===== src/apu_pkg.sv =====
// Shared types and constants for the Adam parameter update pipeline.
// Used by apu_div_pipe and adam_parameter_update_core; depends on nothing.
package apu_pkg;

  localparam int unsigned CfgDataW = 25;
  localparam int unsigned CfgIdxW  = 3;

  typedef enum logic [CfgIdxW-1:0] {
    CFG_LEARNING_RATE    = 3'd0,
    CFG_DECAY_FIRST      = 3'd1,
    CFG_DECAY_SECOND     = 3'd2,
    CFG_EPSILON_FLOOR    = 3'd3,
    CFG_BIAS_CORR_FIRST  = 3'd4,
    CFG_BIAS_CORR_SECOND = 3'd5
  } cfg_reg_e;

  localparam logic [23:0] LR_RESET  = 24'd16777;
  localparam logic [23:0] B1_RESET  = 24'd15099494;
  localparam logic [23:0] B2_RESET  = 24'd16760439;
  localparam logic [23:0] EPS_RESET = 24'd1;
  localparam logic [24:0] C1_RESET  = 25'd1677722;
  localparam logic [24:0] C2_RESET  = 25'd16777;

  localparam logic [24:0] ONE_Q24  = 25'h100_0000;
  localparam logic [23:0] HALF_Q24 = 24'h80_0000;

  // Long-division bits resolved per pipeline stage.
  localparam int DIV_STEPS_DEFAULT = 4;
  // Square root: 40 result bits, ROOT_ROUNDS rounds per stage.
  localparam int ROOT_BITS   = 40;
  localparam int ROOT_ROUNDS = 4;

  // Per-element values that ride along with the long operations.
  typedef struct packed {
    logic        neg;
    logic [31:0] mn;
    logic [30:0] vn;
    logic [31:0] w;
  } item_t;

  localparam int ItemW = $bits(item_t);

endpackage


===== src/apu_div_pipe.sv =====
// Pipelined restoring long division, StepsPerStage quotient bits per stage.
// Depends on apu_pkg for the default step count.
module apu_div_pipe #(
  parameter int NumW          = 32,
  parameter int DenW          = 25,
  parameter int SideW         = 8,
  parameter int StepsPerStage = apu_pkg::DIV_STEPS_DEFAULT
) (
  input  logic             clk_i,
  input  logic             rst_ni,
  input  logic             en_i,
  input  logic             valid_i,
  input  logic [DenW-1:0]  rem_i,
  input  logic [NumW-1:0]  num_i,
  input  logic [DenW-1:0]  den_i,
  input  logic [SideW-1:0] side_i,
  output logic             valid_o,
  output logic [NumW-1:0]  quo_o,
  output logic [SideW-1:0] side_o
);

  localparam int Stages = (NumW + StepsPerStage - 1) / StepsPerStage;

  logic             valid_q [Stages];
  logic [DenW-1:0]  rem_q   [Stages];
  logic [NumW-1:0]  num_q   [Stages];
  logic [NumW-1:0]  quo_q   [Stages];
  logic [DenW-1:0]  den_q   [Stages];
  logic [SideW-1:0] side_q  [Stages];

  for (genvar s = 0; s < Stages; s++) begin : g_stage
    logic             valid_in;
    logic [DenW-1:0]  rem_in;
    logic [NumW-1:0]  num_in;
    logic [NumW-1:0]  quo_in;
    logic [DenW-1:0]  den_in;
    logic [SideW-1:0] side_in;
    logic [DenW-1:0]  rem_d;
    logic [NumW-1:0]  quo_d;

    if (s == 0) begin : g_first
      assign valid_in = valid_i;
      assign rem_in   = rem_i;
      assign num_in   = num_i;
      assign quo_in   = '0;
      assign den_in   = den_i;
      assign side_in  = side_i;
    end else begin : g_next
      assign valid_in = valid_q[s-1];
      assign rem_in   = rem_q[s-1];
      assign num_in   = num_q[s-1];
      assign quo_in   = quo_q[s-1];
      assign den_in   = den_q[s-1];
      assign side_in  = side_q[s-1];
    end

    always_comb begin
      logic [DenW:0]   r;
      logic [NumW-1:0] q;
      r = {1'b0, rem_in};
      q = quo_in;
      for (int j = 0; j < StepsPerStage; j++) begin
        if (s * StepsPerStage + j < NumW) begin
          r = {r[DenW-1:0], num_in[NumW-1-s*StepsPerStage-j]};
          if (r >= {1'b0, den_in}) begin
            r = r - {1'b0, den_in};
            q[NumW-1-s*StepsPerStage-j] = 1'b1;
          end
        end
      end
      rem_d = r[DenW-1:0];
      quo_d = q;
    end

    always_ff @(posedge clk_i or negedge rst_ni) begin
      if (!rst_ni) begin
        valid_q[s] <= 1'b0;
      end else if (en_i) begin
        valid_q[s] <= valid_in;
      end
    end

    always_ff @(posedge clk_i) begin
      if (en_i) begin
        rem_q[s]  <= rem_d;
        num_q[s]  <= num_in;
        quo_q[s]  <= quo_d;
        den_q[s]  <= den_in;
        side_q[s] <= side_in;
      end
    end
  end

  assign valid_o = valid_q[Stages-1];
  assign quo_o   = quo_q[Stages-1];
  assign side_o  = side_q[Stages-1];

  // the partial remainder must start below a nonzero divisor
  a_rem_in_range: assert property (@(posedge clk_i) disable iff (!rst_ni)
    valid_i && en_i |-> (den_i != '0) && (rem_i < den_i))
    else $error("divider entered with remainder not below divisor");

  a_rem_out_range: assert property (@(posedge clk_i) disable iff (!rst_ni)
    valid_q[Stages-1] |-> rem_q[Stages-1] < den_q[Stages-1])
    else $error("divider remainder left at or above divisor");

endmodule

===== config.mk =====
export PLATFORM = sky130hd
export DESIGN_NAME = apu_div_pipe
export DESIGN_NICKNAME = d
export VERILOG_FILES = /design/src/apu_pkg.sv /design/src/apu_div_pipe.sv
export SDC_FILE = /design/constraint.sdc
export NUM_CORES = 2
export LEC_CHECK = 0
export BUFFER_PORTS_ARGS = -buffer_cell sky130_fd_sc_hd__buf_4
export CORE_ASPECT_RATIO = 0.6
export CORE_MARGIN = 3
export CORE_UTILIZATION = 52
export DETAILED_ROUTE_END_ITERATION = 16
export PLACE_DENSITY = 0.8
export SYNTH_ARGS = -nofsm -noshare
export SYNTH_HDL_FRONTEND = slang
export SYNTH_SLANG_ARGS = --single-unit

===== constraint.sdc =====
create_clock -name clk_i -period 38.1 [get_ports clk_i]
set_input_delay 3.81 -clock clk_i [delete_from_list [all_inputs] [get_ports clk_i]]
set_output_delay 3.81 -clock clk_i [all_outputs]
set_load 0.1 [all_outputs]

Word level (Yosys, flattened, before mapping)
Memory sizes are Yosys's and may differ from the RTL's.
Cells that the tools add are included.

cells by class
  add/subtract/negate cells = 32
  mux-type cells = 66
  order comparisons = 32

operators by type and width
  operator                                          count
  26-bit by 25-bit >= comparator with 1-bit output  32
  25-bit 2-to-1 mux                                 32
  25-bit subtractor                                 32
  1-bit 2-to-1 mux                                  34

word-level totals
  memories kept = 5
  bits in registers = 8
  memory bits (writable) = 976
  logic and storage cells = 143
  input port bits = 94
  output and inout port bits = 41

memories
  memory  words  bits a word  rd ports  clocked after Yosys merged registers in  wr ports  line                text
  num_q   8      32           7         0                                        8         apu_div_pipe.sv:26  logic [NumW-1:0] num_q [Stages];
  quo_q   8      32           8         0                                        8         apu_div_pipe.sv:27  logic [NumW-1:0] quo_q [Stages];
  den_q   8      25           7         0                                        8         apu_div_pipe.sv:28  logic [DenW-1:0] den_q [Stages];
  rem_q   8      25           7         0                                        8         apu_div_pipe.sv:25  logic [DenW-1:0] rem_q [Stages];
  side_q  8      8            8         0                                        8         apu_div_pipe.sv:29  logic [SideW-1:0] side_q [Stages];

Logic depth before layout (Yosys ltp)
An unclocked memory read counts as a cell.

  depth after elaboration = 9
  depth in mapped cells = 55

Least setup slack after synthesis
OpenSTA, ideal clock, no wires.

  kind = input-to-reg
  start point = in num_i[31]
  end point = mem rem_q[0][16], data pin
  setup slack = 23.534 ns
  required time = 37.840 ns
  stages = 47
  buffers on the path = 5
  data arrival time = 14.306 ns
  cells stage by stage = inv_1 > ha_1 > inv_1 > fa_1 > a21oi_1 > o211ai_1 > o21ai_0 > a211oi_1 > nor3_1 > clkbuf_1 > clkbuf_1 > o21ai_0 > ha_1 > a211oi_1 > o21ai_0 > o221ai_1 > a21oi_1 > a21oi_1 > [11 not listed] > o21bai_1 > nor2_1 > clkbuf_1 > mux2_2 > ha_1 > a21o_1 > a21oi_1 > o21bai_1 > a21oi_1 > a2111oi_0 > o31ai_1 > a41oi_1 > a21boi_0 > o21ai_0 > nor3b_1 > inv_2 > buf_2 > mux2_2

RTL lines
  item                line                text
  start: declaration  apu_div_pipe.sv:14  input logic [NumW-1:0] num_i,
  end: declaration    apu_div_pipe.sv:25

==> impl_metrics.json <==
{
  "critPathMaxFanout": 35,
  "syn-cell-area_mm2": 0.0680,
  "synth_top_cell_area_share_pct": 29.6,
  "drt_iter0_markers": 7875,
  "finalHoldViolations": 0,
  "dieArea_mm2": 0.135,
  "synthXorXnorAreaFrac_pct": 7.68,
  "synth.most_common_cell": "ha_1",
  "critPathLaunchType": "input pin",
  "nFillCells": 11300,
  "worst-setup-path-type": "in -> reg",
  "critPathSlowestCell": "o41ai_1",
  "status": "completed",
  "dp_hpwl_mm": 167,
  "place.gp.congestion": 1.01,
  "grt_max_degree": 184,
  "synth_compound_area_share_pct": 21.5,
  "synth_cell_types": 97,
  "cts-buffers-inserted": 73,
  "synth_top_family_by_area": "compound AO/OA/AOI/OAI gates",
  "synth-edff-count": 670,
  "cts_resized": 0,
  "crit_path_end_kind": "flop",
  "clk_latency_ns": 0.71,
  "critical-path-max-stage-delay_ns": 1.08,
  "firstDrtPassIters": 8,
  "rows": 102,
  "stdcell_count": 9223,
  "ys.warnings.count": 0,
  "worst_slew_pin_slew_ns": 1.29,
  "setup_viol": 0,
  "syn-num-nets": 8250,
  "fin_nets": 8365,
  "synth-seq-area-share_pct": 29.9,
  "drc_errors": 0,
  "finClkSkew_ns": 0.0493,
  "synth_cells": 7325,
  "synthSimpleGateAreaFrac_pct": 13.0,
  "cts_root_buf": "clkbuf_16",
  "utilization_pct": 56.8,
  "crit_top_cell": "a21oi_1",
  "synthAdderAreaFrac_pct": 15.6,
  "wl_per_cell_um": 22.6,
  "whs_ns": 0.392,
  "vias_per_cell": 6.48,
  "ys_seq_elements": 678,
  "clk_path_buf_depth": 3,
  "synthArstFlopShare_pct": 1.18,
  "synth_commonest_cells": "ha_1 (800), edfxtp_1 (670), a21oi_1 (627), nor2_1 (494), inv_1 (489)",
  "syn2layout_area_growth_pct": 7.95,
  "slew_headroom_pct": 12.0,
  "io_pins": 135,
  "core_area_mm2": 0.129,
  "grt_first_pass_wirelength_mm": 316,
  "die-height_um": 286,
  "routed_wl_mm": 208,
  "rsz0062_at_grt": "false",
  "synth_top_cell_by_area": "edfxtp_1",
  "drv_cap": 0,
  "cts_max_level": 3,
  "fin_crit_ns": 18.79,
  "cts_tree": "done",
  "ys_top_cells_by_area": "edfxtp_1 (30%), ha_1 (15%), mux2_2 (7.4%)",
  "slew_violations": 0,
  "grt_usage_pct": 29.6,
  "hold_buffers": 0,
  "cts.sinks": 678,
  "grt_antenna_before_repair": 6,
  "clock.fmax_mhz": 53.2,
  "period_share_pct": 49.3,
  "dp.cells": 9081,
  "io_buffers": 134,
  "grt_pass1_vias": 53600,
  "start_util_pct": 52.6,
  "drive_gt1_share_pct": 11.4,
  "grt-ovfl-total": 0,
  "worst_ep_arrival_time_ns": 19.24,
  "syn_area_per_cell_um2": 9.29,
  "vias": 59700,
  "worst-endpoint-required_ns": 38.54,
  "hp-class": "reg -> reg",
  "synth_ff_type": "edfxtp_1",
  "antenna_left": 0,
  "clkSlewWorstSetupHoldPaths_ns": 0.08,
  "post-cts-setup-buffers": 0,
  "die_w_um": 473,
  "synthMuxAreaShare_pct": 8.78,
  "finalSetupTns_ns": 0
}
[flip-flops by register name (all words and copies together) (netlist names)]
signal	flops
den_q	175
quo_q	144
valid_o	1
g_stage.valid_in	7
num_q	112
side_q	64
rem_q	175
[placed cells by master (no fill, tap or decap), types with 141 or more instances in the layout]
cell type and n:
ha_1 800, edfxtp_1 670, a21oi_1 627, nor2_1 493, inv_1 489, nand2_1 447, o21ai_0 445, mux2_2 445
xnor2_1 402, a21o_1 291, xor2_1 195, buf_4 162, nand3_1 141
[metal layers]
layer | vias to the layer above | part of all wire, % | global-route usage [%]
li1 | 27900 | - | -
met1 | 28400 | 49 | 49.0
met2 | 3237 | 36 | 37.0
met3 | 236 | 13 | 8.36
met4 | 0 | 1.5 | 4.82
met5 | - | 0 | 0
[kinds of logic (layout without fill, tap and decap cells)]
family          count (synthesis)  count (layout)
compound gates               2238            2238
simple gates                 1820            1820
fa+ha+maj                     831             831
flops                         678             678
buf+inv                       629             804
xor+xnor                      597             597
mux                           532             532
other cells                     0               7
[critical path, delay by kind of cell]
kind                       cells  cell delay, ns
AOI/OAI and AO/OA             21            7.40
and+or+nand+nor                9            2.65
buffers and inverters          7            2.22
adders and majority gates      4            1.59
muxes                          4            1.49
[final timing paths]
| path | start | to | slack (ns) | cells after the start |
|---|---|---|---|---|
| setup / recovery | den_i[1] | rem_q[0][23]$_DFFE_PP_ | 19.31 | 45 |
| hold / removal | num_q[2][4]$_DFFE_PP_ | num_q[3][4]$_DFFE_PP_ | 0.39 | 0 |
| setup reg to reg | den_q[0][1]$_DFFE_PP_ | rem_q[1][1]$_DFFE_PP_ | 21.56 | 45 |
| hold reg to reg | num_q[2][4]$_DFFE_PP_ | num_q[3][4]$_DFFE_PP_ | 0.39 | 0 |
| max in group asynchronous | rst_ni | g_stage[6].valid_in$_DFFE_PN0P_ | 35.04 | 1 |
| min in group asynchronous | rst_ni | g_stage[1].valid_in$_DFFE_PN0P_ | 2.93 | 1 |
[per-stage QoR]
step	instance area, um^2	setup WS, ns
floorplan	68000	23.53
detailed placement	71000	19.70
global route	73400	18.62
global placement	71000	19.92
finish	73400	19.31
CTS	73400	20.38
[cell type report]
cell class	count	area, um^2	area share (%)
sequential	678	20300	27.7
timing repair buffer	165	1270	1.73
tap	1716	2150	2.92
clock buffer	90	1900	2.59
inverter	504	1890	2.58
antenna	7	17.5	0.0239
multi-input combinational	6018	45400	61.8
clock inverter	45	520	0.709
Power is left out: the tool's default activity adds up to more than one toggle a clock period on the data nets, which glitch-free logic cannot reach.
